`src/sv/gda_pkg.sv`:
```
// package for the gregorian date adder: widths, constants, beat types and state codes
`timescale 1ns / 1ps

package gda_pkg;

    localparam int ADD_DAYS_BITS_DEF = 16;
    localparam int ADD_W             = 16;
    localparam int DAY_W             = 25;
    localparam int YEAR_W            = 14;
    localparam int MONTH_W           = 4;
    localparam int MDAY_W            = 5;
    localparam int DOY_W             = 9;
    localparam int YMOD_W            = 9;

    localparam logic [YEAR_W-1:0]  MAX_YEAR   = 14'd9999;
    localparam logic [YEAR_W-1:0]  YEAR_SPAN  = 14'd400;
    localparam logic [YMOD_W-1:0]  YMOD_LAST  = 9'd399;
    localparam logic [YMOD_W-1:0]  CENT_1     = 9'd100;
    localparam logic [YMOD_W-1:0]  CENT_2     = 9'd200;
    localparam logic [YMOD_W-1:0]  CENT_3     = 9'd300;
    localparam logic [DAY_W-1:0]   DAYS_400   = 25'd146097;
    localparam logic [MONTH_W-1:0] MONTH_JAN  = 4'd1;
    localparam logic [MONTH_W-1:0] MONTH_FEB  = 4'd2;
    localparam logic [MONTH_W-1:0] MONTH_APR  = 4'd4;
    localparam logic [MONTH_W-1:0] MONTH_JUN  = 4'd6;
    localparam logic [MONTH_W-1:0] MONTH_SEP  = 4'd9;
    localparam logic [MONTH_W-1:0] MONTH_NOV  = 4'd11;
    localparam logic [MONTH_W-1:0] MONTH_DEC  = 4'd12;
    localparam logic [MDAY_W-1:0]  LEN_LEAP   = 5'd29;
    localparam logic [MDAY_W-1:0]  LEN_FEB    = 5'd28;
    localparam logic [MDAY_W-1:0]  LEN_SHORT  = 5'd30;
    localparam logic [MDAY_W-1:0]  LEN_LONG   = 5'd31;
    localparam logic [DOY_W-1:0]   SAT_DOY    = 9'd365;

    typedef struct packed {
        logic [MDAY_W-1:0]  in_day;
        logic [MONTH_W-1:0] in_month;
        logic [YEAR_W-1:0]  in_year;
        logic [ADD_W-1:0]   add_days;
        logic [MDAY_W-1:0]  other_day;
        logic [MONTH_W-1:0] other_month;
        logic [YEAR_W-1:0]  other_year;
    } gda_cmd_t;

    typedef struct packed {
        logic [MDAY_W-1:0]  out_day;
        logic [MONTH_W-1:0] out_month;
        logic [YEAR_W-1:0]  out_year;
        logic [DOY_W-1:0]   day_of_year;
        logic               is_earlier;
        logic               year_overflow;
    } gda_res_t;

    typedef struct packed {
        logic [DAY_W-1:0] a;
        logic [DAY_W-1:0] b;
        logic             sub;
    } alu_in_t;

    typedef struct packed {
        logic [DAY_W-1:0] sum;
        logic             carry;
    } alu_out_t;

    typedef enum logic [1:0] {
        ST_IDLE,
        ST_MOD,
        ST_RUN,
        ST_DOY
    } state_t;

endpackage

```
`src/sv/gregorian_date_adder.sv`:
```
// top level of the gregorian date adder: sequencer and datapath registers
//
//  channel  | ports                 | handshake
//  ---------+-----------------------+-------------------------------------
//  command  | cmd (gda_cmd_t)       | beat taken at start && !busy
//  result   | result (gda_res_t)    | one-cycle beat marked by done
//
// sequence: the load, then reducing the year mod 400, then stepping by 400-year
// jumps or by months until a step finds the result month, then summing the
// lengths of the months before the result month for the day of year; the
// single add/subtract unit sets every step
// reset clears the sequencer and the done strobe; busy is low after reset
// the result cannot be stalled; the next command beat may come in the cycle done is high
`timescale 1ns / 1ps

module gregorian_date_adder #(
    parameter int ADD_DAYS_BITS = gda_pkg::ADD_DAYS_BITS_DEF
) (
    input  logic              clk,
    input  logic              rst_n,
    input  logic              start,
    output logic              busy,
    input  gda_pkg::gda_cmd_t cmd,
    output logic              done,
    output gda_pkg::gda_res_t result
);
    import gda_pkg::*;

    localparam int NB = (ADD_DAYS_BITS > ADD_W) ? ADD_W : ADD_DAYS_BITS;
    localparam logic [ADD_W-1:0] N_MASK = ADD_W'((17'(1) << NB) - 17'(1));

    state_t state_reg, state_next;
    logic   done_reg, done_next;

    logic [DAY_W-1:0]   d_reg, d_next;
    logic [MONTH_W-1:0] m_reg, m_next;
    logic [YEAR_W-1:0]  y_reg, y_next;
    logic [YEAR_W-1:0]  ymod_reg, ymod_next;
    logic [DOY_W-1:0]   doy_reg, doy_next;
    logic [MONTH_W-1:0] k_reg, k_next;
    logic               ovf_reg, ovf_next;
    logic               early_reg, early_next;
    gda_res_t           res_reg, res_next;

    alu_in_t            alu_op;
    alu_out_t           alu_res;
    logic [MONTH_W-1:0] cal_month;
    logic [MDAY_W-1:0]  cal_len;

    logic               emit;
    logic               emit_ovf;
    logic [DOY_W-1:0]   emit_doy;
    logic               skip;
    logic               gt;
    logic [YEAR_W-1:0]  y_inc;
    logic [MDAY_W-1:0]  d_fix;
    logic [MONTH_W-1:0] m_fix;

    gda_alu u_alu (
        .op  (alu_op),
        .res (alu_res)
    );

    gda_cal u_cal (
        .month (cal_month),
        .ymod  (ymod_reg[YMOD_W-1:0]),
        .len   (cal_len)
    );

    assign skip  = (m_reg == MONTH_JAN) && (d_reg > DAYS_400);
    assign gt    = skip || (alu_res.carry && (alu_res.sum != '0));
    assign y_inc = y_reg + (skip ? YEAR_SPAN : YEAR_W'(1));
    assign d_fix = (cmd.in_day == '0) ? MDAY_W'(1) : cmd.in_day;

    always_comb
    begin
        if (cmd.in_month == '0)
            m_fix = MONTH_JAN;
        else if (cmd.in_month > MONTH_DEC)
            m_fix = MONTH_DEC;
        else
            m_fix = cmd.in_month;
    end

    always_ff @(posedge clk or negedge rst_n)
    begin
        if (!rst_n)
        begin
            state_reg <= ST_IDLE;
            done_reg  <= 1'b0;
        end
        else
        begin
            state_reg <= state_next;
            done_reg  <= done_next;
        end
    end

    always_ff @(posedge clk)
    begin
        d_reg     <= d_next;
        m_reg     <= m_next;
        y_reg     <= y_next;
        ymod_reg  <= ymod_next;
        doy_reg   <= doy_next;
        k_reg     <= k_next;
        ovf_reg   <= ovf_next;
        early_reg <= early_next;
        res_reg   <= res_next;
    end

    always_comb
    begin
        state_next = state_reg;
        d_next     = d_reg;
        m_next     = m_reg;
        y_next     = y_reg;
        ymod_next  = ymod_reg;
        doy_next   = doy_reg;
        k_next     = k_reg;
        ovf_next   = ovf_reg;
        early_next = early_reg;
        emit       = 1'b0;
        emit_ovf   = 1'b0;
        emit_doy   = d_reg[DOY_W-1:0];
        cal_month  = m_reg;
        alu_op.a   = d_reg;
        alu_op.b   = DAY_W'(cal_len);
        alu_op.sub = 1'b1;

        case (state_reg)
            ST_IDLE:
            begin
                alu_op.a   = DAY_W'(d_fix);
                alu_op.b   = DAY_W'(cmd.add_days & N_MASK);
                alu_op.sub = 1'b0;
                if (start)
                begin
                    d_next     = alu_res.sum;
                    m_next     = m_fix;
                    y_next     = cmd.in_year;
                    ymod_next  = cmd.in_year;
                    ovf_next   = cmd.in_year > MAX_YEAR;
                    early_next = (cmd.in_year < cmd.other_year)
                                 || ((cmd.in_year == cmd.other_year)
                                     && (cmd.in_month < cmd.other_month))
                                 || ((cmd.in_year == cmd.other_year)
                                     && (cmd.in_month == cmd.other_month)
                                     && (cmd.in_day < cmd.other_day));
                    state_next = ST_MOD;
                end
            end
            ST_MOD:
            begin
                alu_op.a = DAY_W'(ymod_reg);
                alu_op.b = DAY_W'(YEAR_SPAN);
                if (ovf_reg)
                begin
                    emit       = 1'b1;
                    emit_ovf   = 1'b1;
                    state_next = ST_IDLE;
                end
                else if (alu_res.carry)
                    ymod_next = alu_res.sum[YEAR_W-1:0];
                else
                    state_next = ST_RUN;
            end
            ST_RUN:
            begin
                alu_op.b = skip ? DAYS_400 : DAY_W'(cal_len);
                if (!gt)
                begin
                    doy_next = d_reg[DOY_W-1:0];
                    k_next   = MONTH_JAN;
                    if (m_reg == MONTH_JAN)
                    begin
                        emit       = 1'b1;
                        state_next = ST_IDLE;
                    end
                    else
                        state_next = ST_DOY;
                end
                else
                begin
                    d_next = alu_res.sum;
                    if (skip || (m_reg == MONTH_DEC))
                    begin
                        y_next = y_inc;
                        if (!skip)
                        begin
                            m_next    = MONTH_JAN;
                            ymod_next = (ymod_reg[YMOD_W-1:0] == YMOD_LAST) ? '0
                                        : ymod_reg + YEAR_W'(1);
                        end
                        if (y_inc > MAX_YEAR)
                        begin
                            emit       = 1'b1;
                            emit_ovf   = 1'b1;
                            state_next = ST_IDLE;
                        end
                    end
                    else
                        m_next = m_reg + MONTH_W'(1);
                end
            end
            ST_DOY:
            begin
                cal_month  = k_reg;
                alu_op.a   = DAY_W'(doy_reg);
                alu_op.sub = 1'b0;
                doy_next   = alu_res.sum[DOY_W-1:0];
                k_next     = k_reg + MONTH_W'(1);
                emit_doy   = alu_res.sum[DOY_W-1:0];
                if (k_next == m_reg)
                begin
                    emit       = 1'b1;
                    state_next = ST_IDLE;
                end
            end
            default:
            begin
                state_next = ST_IDLE;
            end
        endcase
    end

    always_comb
    begin
        done_next = emit;
        res_next  = res_reg;
        if (emit)
        begin
            res_next.is_earlier    = early_reg;
            res_next.year_overflow = emit_ovf;
            if (emit_ovf)
            begin
                res_next.out_day     = LEN_LONG;
                res_next.out_month   = MONTH_DEC;
                res_next.out_year    = MAX_YEAR;
                res_next.day_of_year = SAT_DOY;
            end
            else
            begin
                res_next.out_day     = d_reg[MDAY_W-1:0];
                res_next.out_month   = m_reg;
                res_next.out_year    = y_reg;
                res_next.day_of_year = emit_doy;
            end
        end
    end

    assign busy   = (state_reg != ST_IDLE);
    assign done   = done_reg;
    assign result = res_reg;

`ifndef SYNTHESIS
    a_done_idle: assert property (@(posedge clk) disable iff (!rst_n)
        done |-> !busy)
        else $error("result beat while busy");

    a_start_busy: assert property (@(posedge clk) disable iff (!rst_n)
        (start && !busy) |=> busy)
        else $error("command beat did not start the sequencer");

    a_ovf_sat: assert property (@(posedge clk) disable iff (!rst_n)
        (done && result.year_overflow) |->
            (result.out_year == MAX_YEAR) && (result.out_month == MONTH_DEC))
        else $error("overflow result not saturated");

    a_month_range: assert property (@(posedge clk) disable iff (!rst_n)
        done |-> (result.out_month >= MONTH_JAN) && (result.out_month <= MONTH_DEC)
                 && (result.out_day != '0))
        else $error("result date out of range");
`endif

endmodule

```
`src/sv/gda_alu.sv`:
```
// shared add/subtract unit of the date adder
`timescale 1ns / 1ps

module gda_alu (
    input  gda_pkg::alu_in_t  op,
    output gda_pkg::alu_out_t res
);
    import gda_pkg::*;

    logic [DAY_W:0] ext;

    // carry out of a subtract means a >= b
    assign ext = {1'b0, op.a} + {1'b0, (op.sub ? ~op.b : op.b)} + (DAY_W + 1)'(op.sub);
    assign res.sum   = ext[DAY_W-1:0];
    assign res.carry = ext[DAY_W];

endmodule

```
`src/sv/gda_cal.sv`:
```
// month length lookup with the gregorian leap rule
`timescale 1ns / 1ps

module gda_cal (
    input  logic [gda_pkg::MONTH_W-1:0] month,
    input  logic [gda_pkg::YMOD_W-1:0]  ymod,
    output logic [gda_pkg::MDAY_W-1:0]  len
);
    import gda_pkg::*;

    logic leap;

    // ymod is the year modulo 400
    assign leap = (ymod[1:0] == 2'b00) && (ymod != CENT_1) && (ymod != CENT_2)
                  && (ymod != CENT_3);

    always_comb
    begin
        case (month)
            MONTH_FEB: len = leap ? LEN_LEAP : LEN_FEB;
            MONTH_APR, MONTH_JUN, MONTH_SEP, MONTH_NOV: len = LEN_SHORT;
            default: len = LEN_LONG;
        endcase
    end

endmodule
```
`config.mk`:
```
export PLATFORM = sky130hd
export DESIGN_NAME = gregorian_date_adder
export DESIGN_NICKNAME = d
export VERILOG_FILES = /design/src/sv/gda_pkg.sv /design/src/sv/gregorian_date_adder.sv /design/src/sv/gda_alu.sv /design/src/sv/gda_cal.sv
export SDC_FILE = /design/constraint.sdc
export NUM_CORES = 1
export LEC_CHECK = 0
export BUFFER_PORTS_ARGS = -buffer_cell sky130_fd_sc_hd__clkbuf_2
export CORE_AREA = 2 2 140 142
export DETAILED_ROUTE_END_ITERATION = 7
export DIE_AREA = 0 0 142 144
export SYNTH_ARGS = -nofsm -noshare
export SYNTH_HDL_FRONTEND = slang
export SYNTH_HIERARCHICAL = 1
export SYNTH_SLANG_ARGS = --single-unit
```
`constraint.sdc`:
```
create_clock -name clk -period 12 [get_ports clk]
set_input_delay 0.6 -clock clk [delete_from_list [all_inputs] [get_ports clk]]
set_output_delay 0.6 -clock clk [all_outputs]
set_load 0.05 [all_outputs]
```
==> results of run 1 <==
-- stage by stage --
step           worst slack, ps  area, um^2  instances  utilization, %
2_1_floorplan             3030        8440        867               -
3_3_place_gp              4560        9180       1176            48.1
3_5_place_dp              4380        9180       1176            48.1
4_1_cts                   4350        9470       1192            49.7
5_1_grt                   3670        9470       1192            49.7
6_report                  4340        9470       1192            49.7
-- worst reg2reg max path: cells and delay by family, from the launching register on --
family / cells / cell delay [ps]
AO/OA/AOI/OAI: 13 / 3350
AND/OR/NAND/NOR: 5 / 1210
buffers and inverters: 2 / 790
multiplexers: 2 / 770
adder cells (fa/ha/maj): 2 / 580
flip-flops: 1 / 440
XOR/XNOR: 1 / 160
-- placed cells by master (no fill, tap or decap), types with 33 or more instances in the layout --
cell type and n:
nand2_1 59, o21ai_0 33, clkbuf_2 100, a21oi_1 43
xnor2_1 33, edfxtp_1 106, xor2_1 43, inv_1 48
ha_1 64, nor2_1 72
-- per-layer routing --
metal	global-route usage, %	up-vias
met5	0	-
met4	6.37	0
met3	2.91	20
met2	36.8	195
met1	32.2	3255
li1	-	3357
-- cell families (layout without fill, tap and decap cells) --
kind of cell	after synthesis	count (layout)
adders and majority gates	67	67
AOI/OAI and AO/OA	213	213
buffers and inverters	85	172
DFF	109	109
other	2	11
xor gates and xnor gates	77	77
muxes	17	17
and+or+nand+nor	288	288
-- area by class of cell --
| cell class | instances | area [um^2] | area share (%) |
|---|---|---|---|
| clock buffer | 9 | 225 | 2.38 |
| multi-input combinational | 673 | 4880 | 51.5 |
| timing repair buffer | 108 | 561 | 5.92 |
| clock inverter | 7 | 73.8 | 0.779 |
| sequential | 109 | 3260 | 34.4 |
| tap | 238 | 298 | 3.14 |
| inverter | 48 | 180 | 1.90 |
-- worst max-delay path by stage --
stage / to / slack (ps) / depth (start not counted)
6_report: result[30]$_SDFFCE_PP1P_ / 4340 / 25
5_1_grt: result[31]$_SDFFCE_PP1P_ / 3670 / 25
4_1_cts: result[33]$_SDFFCE_PP1P_ / 4350 / 25
3_5_place_dp: result[33]$_SDFFCE_PP1P_ / 4380 / 25
3_3_place_gp: result[6]$_SDFFCE_PP0P_ / 4560 / 25
2_1_floorplan: result[0]$_DFFE_PP_ / 3030 / 26
==> reports/metrics.cfg, run 1 <==
[setup_path]
crit_slowest_cell=o21ai_0
rr_endpoint=result[30]$_SDFFCE_PP1P_
slowest_delay_ps=620
worst_ep_required_time_ps=12010
crit_type=reg2reg
r2r_slack_ps=4340
setup.worst_path.end_class=flip-flop
r2r_start=state_reg[1]$_DFFE_PN0P_
ff2ff_path_depth=25
cp_data_arrival_time_ps=7680
start_kind=flip-flop
cp.buffers_inverters=2
crit_start=state_reg[1]$_DFFE_PN0P_
crit_family=compound AO/OA/AOI/OAI gates
path_max_fanout=42

[synthesis]
ys_seq_area_share_pct=38.8
syn_area_um2=8410
ys_types=87
synth_most_common_cell=edfxtp_1
synthTopCellsByCount=edfxtp_1, nor2_1, ha_1, nand2_1, inv_1
synth_largest_area_cell=edfxtp_1
synth_top_family_by_area=compound AO/OA/AOI/OAI gates
async_flop_share_pct=2.75
synthSimpleGateAreaFrac_pct=17.8
synth-xor-area-share_pct=8.20
synth_compound_area_share_pct=18.6
ys_top_cells_by_area=edfxtp_1, ha_1, xor2_1
synthFlopType=edfxtp_1
synth_top_area_share_pct=37.9
avgSynthCellArea_um2=9.80
synthAdderAreaFrac_pct=10.1
synth-edff-count=106
postSynthCellCount=858
ys_warn_count=6
ys_ff_latch=109
synth_mux_area_share_pct=2.25

[global_routing]
antenna_found_initial=0
track_usage_pct=22.8
grt_pass1_vias=6404
grt_overflow=0
grt_max_degree=50
grt_pass1_wl_mm=35.7

[run_status]
status=completed

[cts]
cts_buffer_depth=2
insertion_delay_ps=360
clkTransAtPathRegs_ps=70
h-tree-depth=3
cts_hold_buffers=0
clock-sinks=109
cts_tree=yes
clock-root-buffer=clkbuf_16
cts_resized=0
cts_made_buffers=9
post_cts_buffers=0

[floorplan]
core_area_um2=19100
rows=51
fp.dieH_um=144
die_x_um=142
ios=101
dieArea_um2=20400
start_util_pct=44.1

[timing]
setup_viol=0
fin_worst_skew_ps=8.73
grt_setup_unrepaired=no
max_freq_mhz=131
min_period_ps=7660
holdWs_ps=36.3
relSlewSlack_pct=22.2
finalHoldViolCount=0
fin_crit_sh_pct=63.8
maxSlewViolCount=0
tightest_slew_ps=1160
fin_tns_setup_ps=0

[place]
gp_congestion=0.876
hpwl_mm=17.7
place.port_buffers=100

[routing]
wl_met2_mm=10.6
viasPerCell=5.73
dr_wl_met3_mm=1.12
num_vias=6827
totalWireLength_mm=22.8
drt_iter0_drc=507
ant_nets=0
drt-pass1-iter-count=5
top_layer=met4
wl_per_cell_um=19.1
drt-met1-wl_mm=10.7
drc_errors=0

[cells_and_area]
antenna_cells=0
fin_nets=1081
largest_reg_flops=34
fillers=1815
drive_gt1_share_pct=17.1
area_growth_pct=12.7

[job]
cap_violations=0

[hold_path]
hp-class=in2async

Power of run 1 is not shown: default switching activity piles up to over one toggle a cycle in this logic, so the estimate is an artifact.
==> run 2, diff against run 1 <==
--- a/config.mk
+++ b/config.mk
@@ -9,6 +9,7 @@
 export CORE_AREA = 2 2 140 142
 export DETAILED_ROUTE_END_ITERATION = 7
 export DIE_AREA = 0 0 142 144
+export PLACE_DENSITY = 0.66
 export SYNTH_ARGS = -nofsm -noshare
 export SYNTH_HDL_FRONTEND = slang
 export SYNTH_HIERARCHICAL = 1
==> constraint.sdc (replaced) <==
create_clock -name clk -period 6.4 [get_ports clk]
set_input_delay 0.32 -clock clk [delete_from_list [all_inputs] [get_ports clk]]
set_output_delay 0.32 -clock clk [all_outputs]
set_load 0.05 [all_outputs]
==> reports/metrics.cfg, run 2 (same netlist as run 1, synthesis figures left out) <==
[timing]
finalHoldViolCount=0  ; unchanged
setup_viol=0  ; unchanged
maxSlewViolCount=0  ; unchanged
tightest_slew_ps=1060  ; -103 ps
holdWs_ps=299  ; +263 ps
fin_crit_sh_pct=96.5  ; +33 points
fin_worst_skew_ps=6.35  ; -2.38 ps
relSlewSlack_pct=29.3  ; +7.0 points
min_period_ps=6180  ; -1490 ps
max_freq_mhz=162  ; +24%

[cells_and_area]
fillers=1777  ; -2.1%
fin_nets=1115  ; +3.1%
largest_reg_flops=34  ; unchanged
final_common_cell=edfxtp_1
area_growth_pct=17.1
drive_gt1_share_pct=21.3  ; +4.2 points
layout_common_cells=edfxtp_1, clkbuf_2, nor2_1
antenna_cells=0  ; unchanged
fin_util_pct=51.6  ; +1.9 points

[run_status]
status=completed

[global_routing]
antenna_found_initial=0  ; unchanged
track_usage_pct=22.4  ; -0.37 points
grt_pass1_wl_mm=35.1  ; -1.7%
grt_overflow=0  ; unchanged
grt_max_degree=57  ; +14%
grt_pass1_vias=6507  ; +1.6%

[floorplan]
dieArea_um2=20400  ; unchanged
core_area_um2=19100  ; unchanged
start_util_pct=44.1  ; unchanged
die_x_um=142  ; unchanged
fp.dieH_um=144  ; unchanged
rows=51  ; unchanged
ios=101  ; unchanged

[cts]
cts_buffer_depth=2  ; unchanged
h-tree-depth=3  ; unchanged
clock-root-buffer=clkbuf_16
clock-sinks=109  ; unchanged
cts_tree=yes
cts_made_buffers=9  ; unchanged
insertion_delay_ps=360  ; about the same
clkTransAtPathRegs_ps=70  ; about the same

[setup_path]
cp_data_arrival_time_ps=6260  ; -1420 ps
path_max_fanout=8  ; -81%
start_kind=flip-flop
worst_ep_required_time_ps=6480  ; -5530 ps
crit_type=reg2reg
setup.worst_path.end_class=flip-flop

[routing]
viasPerCell=5.67  ; -1.1%
drc_errors=0  ; unchanged
totalWireLength_mm=22.9  ; +0.58%
drt_iter0_drc=712  ; +40%
num_vias=6946  ; +1.7%
drt-pass1-iter-count=5  ; unchanged
ant_nets=0  ; unchanged
wl_per_cell_um=18.7  ; -2.2%

[place]
place.port_buffers=100  ; unchanged
gp_congestion=0.941  ; +7.4%
hpwl_mm=17.6  ; -0.38%

[job]
cap_violations=0  ; unchanged

[hold_path]
hp-class=in2async

run 2: cell type report:
class | instances | area, um^2 | area share, %
clock buffer | 12 | 246 | 2.50
timing repair buffer | 142 | 890 | 9.04
multi-input combinational | 673 | 4950 | 50.3
tap | 238 | 298 | 3.02
sequential | 109 | 3260 | 33.1
inverter | 48 | 180 | 1.83
clock inverter | 4 | 23.8 | 0.241
run 2: worst max-delay path, cell delays in order, from the launching register on:
cell and delay, ps:
dfrtp_2 440, ha_4 180, mux2_4 310, or4b_4 540, nor3_2 120, a32o_2 220, o22ai_2 90, a2bb2oi_2 190
mux2_4 340, fa_2 350, a21o_1 210, a221oi_2 300, o21ai_2 140, a32o_2 310, a211oi_4 250, o21ai_1 110
xor2_1 160, nor4_1 250, nand3_1 200, o21ai_2 180, o211a_1 210, nor2_1 50, o21a_1 120, a311oi_4 310
buf_6 170, clkbuf_16 150
run 2: worst paths after layout:
check,slack [ps],to,depth (start not counted),startpoint
min in group clk,300,m_reg[3]$_DFFE_PP_,2,cmd[56]
setup reg to reg,220,result[9]$_SDFFCE_PP0P_,25,state_reg[1]$_DFFE_PN0P_
hold / removal,300,done$_DFF_PN0_,2,rst_n
hold reg to reg,480,result[1]$_DFFE_PP_,0,early_reg$_DFFE_PP_
max in group asynchronous,5960,state_reg[1]$_DFFE_PN0P_,2,rst_n
setup / recovery,220,result[9]$_SDFFCE_PP0P_,25,state_reg[1]$_DFFE_PN0P_
run 2: metal layers:
| metal | vias to the layer above | routed length, um | GRT usage, % |
|---|---|---|---|
| met5 | - | 0 | 0 |
| met4 | 0 | 469 | 7.00 |
| met3 | 26 | 1150 | 2.72 |
| met2 | 220 | 10900 | 37.1 |
| met1 | 3273 | 10400 | 30.8 |
| li1 | 3427 | - | - |
run 2: metrics by stage:
stage	cell area, um^2	instances	setup TNS, ps	worst slack, ps
after floorplan	8560	867	-12530	-363
after global placement	9360	1193	0	233
after detailed placement	9360	1193	0	97.5
after CTS	9640	1210	0	92.9
after global routing	9840	1226	-832	-27.1
final	9840	1226	0	225
run 2: timing repair:
item,CTS,global route
gates resized for setup,0,11
endpoints found under the setup margin,0,88
buffers inserted,0,13
hold endpoints to repair,3,0
hold buffers,1,0
Power of run 2 is left out for the same reason.
==> run 3, diff against run 2 <==
--- a/config.mk
+++ b/config.mk
@@ -7,9 +7,9 @@
 export LEC_CHECK = 0
 export BUFFER_PORTS_ARGS = -buffer_cell sky130_fd_sc_hd__clkbuf_2
 export CORE_AREA = 2 2 140 142
+export CTS_BUF_LIST = sky130_fd_sc_hd__clkbuf_8 sky130_fd_sc_hd__clkbuf_16
 export DETAILED_ROUTE_END_ITERATION = 7
 export DIE_AREA = 0 0 142 144
-export PLACE_DENSITY = 0.66
 export SYNTH_ARGS = -nofsm -noshare
 export SYNTH_HDL_FRONTEND = slang
 export SYNTH_HIERARCHICAL = 1
==> constraint.sdc (replaced) <==
create_clock -name clk -period 6.95 [get_ports clk]
set_input_delay 0.3475 -clock clk [delete_from_list [all_inputs] [get_ports clk]]
set_output_delay 0.3475 -clock clk [all_outputs]
set_load 0.05 [all_outputs]
==> reports/metrics.cfg, run 3 (same netlist as run 1, synthesis figures left out) <==
[cells_and_area]
final_common_cell=edfxtp_1
antenna_cells=0  ; unchanged
layout_common_cells=edfxtp_1, clkbuf_2, nor2_1
area_growth_pct=13.7
fin_nets=1092  ; -2.1%
drive_gt1_share_pct=18.1  ; -3.1 points
largest_reg_flops=34  ; unchanged

[setup_path]
setup.worst_path.end_class=flip-flop
cp_data_arrival_time_ps=6690  ; +430 ps
worstSetupEndpoint=result[32]$_SDFFCE_PP1P_
rr_endpoint=result[32]$_SDFFCE_PP1P_
r2r_slack_ps=310  ; +90 ps
crit_slowest_cell=or4b_4
crit_type=reg2reg
worst_ep_required_time_ps=7010  ; +530 ps
slowest_delay_ps=540  ; about the same
path_max_fanout=11  ; +3
ff2ff_path_depth=24  ; -4.0%
r2r_start=state_reg[1]$_DFFE_PN0P_
path_cells=ha_2, mux2_2, or4b_4, nor3_2, a32o_1, o22ai_1, a2bb2oi_2, mux2_4, fa_1, a21o_1, a221oi_4, o21ai_2, a32o_1, a211oi_2, o21ai_1, xor2_1, nor4_1, nand3_1, o21ai_4, o211a_1, nor2_1, o21a_1, a311oi_4, buf_4
path_common_cell=a32o_1
start_kind=flip-flop
crit_start=state_reg[1]$_DFFE_PN0P_

[routing]
num_vias=7029  ; +1.2%
drc_errors=0  ; unchanged
drt-pass1-iter-count=6  ; +1
wl_per_cell_um=19.5  ; +4.5%
drt_iter0_drc=717  ; +0.70%
wl_met2_mm=11.1  ; +1.9%
drt-met1-wl_mm=10.6  ; +2.2%
dr_wl_met3_mm=1.20  ; +4.2%
top_layer=met4
viasPerCell=5.84  ; +3.1%
ant_nets=0  ; unchanged
totalWireLength_mm=23.5  ; +2.6%

[floorplan]
dieArea_um2=20400  ; unchanged
core_area_um2=19100  ; unchanged
fp.dieH_um=144  ; unchanged
rows=51  ; unchanged
ios=101  ; unchanged
die_x_um=142  ; unchanged
start_util_pct=44.1  ; unchanged

[timing]
setup_viol=0  ; unchanged
fin_worst_skew_ps=10.7  ; +4.36 ps
relSlewSlack_pct=29.1  ; -0.17 points
maxSlewViolCount=0  ; unchanged
max_freq_mhz=151  ; -7.0%
grt_setup_unrepaired=yes
finalHoldViolCount=0  ; unchanged
tightest_slew_ps=1060  ; +2.56 ps
min_period_ps=6640  ; +462 ps
fin_crit_sh_pct=95.5  ; -0.99 points
setup_slack_ps=313  ; +88.0 ps

[cts]
insertion_delay_ps=360  ; about the same
post_cts_buffers=0  ; unchanged
cts_buffer_depth=2  ; unchanged
cts_made_buffers=9  ; unchanged
clock-root-buffer=clkbuf_16
clock-sinks=109  ; unchanged
cts_tree=yes
clkTransAtPathRegs_ps=70  ; about the same
h-tree-depth=3  ; unchanged

[place]
gp_congestion=0.901  ; -4.2%
hpwl_mm=18.2  ; +3.4%
place.port_buffers=100  ; unchanged
dp_slack_ps=165  ; +67.2 ps

[global_routing]
grt_pass1_wl_mm=37.1  ; +5.6%
grt_pass1_vias=6663  ; +2.4%
track_usage_pct=23.6  ; +1.2 points
grt_max_degree=57  ; unchanged
grt_overflow=0  ; unchanged
antenna_found_initial=0  ; unchanged

[run_status]
status=completed

[job]
cap_violations=0  ; unchanged

[hold_path]
hp-class=in2async

==> run 3: changes by cell type in the layout (fill, tap and decap cells not counted), moves of 2 or more <==
cell,delta
a32o_1,+2
a32o_2,-2
buf_12,-2
buf_4,-17
buf_6,-3
clkbuf_1,-2
clkbuf_16,-2
inv_1,+2
nand2_1,+2
nand2_2,-2
nor3b_1,+2
nor3b_2,-2
o21ai_0,+2
o21ai_2,-2
==> run 3: through the flow <==
| step | std cells | util [%] | setup TNS [ps] | hold slack, ps | area [um^2] |
|---|---|---|---|---|---|
| floorplan | 867 | - | -377 | 51.9 | 8500 |
| global placement | 1186 | 48.5 | 0 | 161 | 9250 |
| detailed placement | 1186 | 48.5 | 0 | 165 | 9250 |
| CTS | 1203 | 49.9 | 0 | 330 | 9520 |
| global route | 1203 | 50.1 | -255 | 331 | 9560 |
| finish | 1203 | 50.1 | 0 | 331 | 9560 |
==> run 3: worst min-delay path by stage <==
stage | end
final | done$_DFF_PN0_
after global routing | done$_DFF_PN0_
after CTS | done$_DFF_PN0_
after detailed placement | done$_DFF_PN0_
after global placement | done$_DFF_PN0_
after floorplan | done$_DFF_PN0_
==> run 3: timing repair <==
| item | 4_1_cts | 5_1_grt |
|---|---|---|
| resized for setup | 0 | 6 |
| setup endpoints to repair | 0 | 68 |
| hold buffers | 1 | 0 |
| endpoints found under the hold margin | 3 | 0 |
==> run 3: layout make-up <==
class	instances	area, um^2
timing repair buffer	119	653
inverter	48	180
multi-input combinational	673	4910
tap	238	298
sequential	109	3260
clock buffer	9	225
clock inverter	7	35.0
fill	1750	9520
==> run 3: critical path: cells and delay by family (launching register included) <==
| kind | cells | cell delay [ps] |
|---|---|---|
| AO/OA/AOI/OAI | 13 | 2790 |
| flip-flops | 1 | 460 |
| buffers and inverters | 1 | 270 |
| multiplexers | 2 | 700 |
| XOR/XNOR | 1 | 160 |
| adder cells (fa/ha/maj) | 2 | 680 |
| AND/OR/NAND/NOR | 5 | 1240 |
==> run 3: routing by layer <==
metal	GRT usage [%]	vias to the layer above
met5	0	-
met4	7.53	0
met3	3.08	37
met2	38.1	242
met1	32.9	3367
li1	-	3383
Power of run 3 is left out for the same reason.
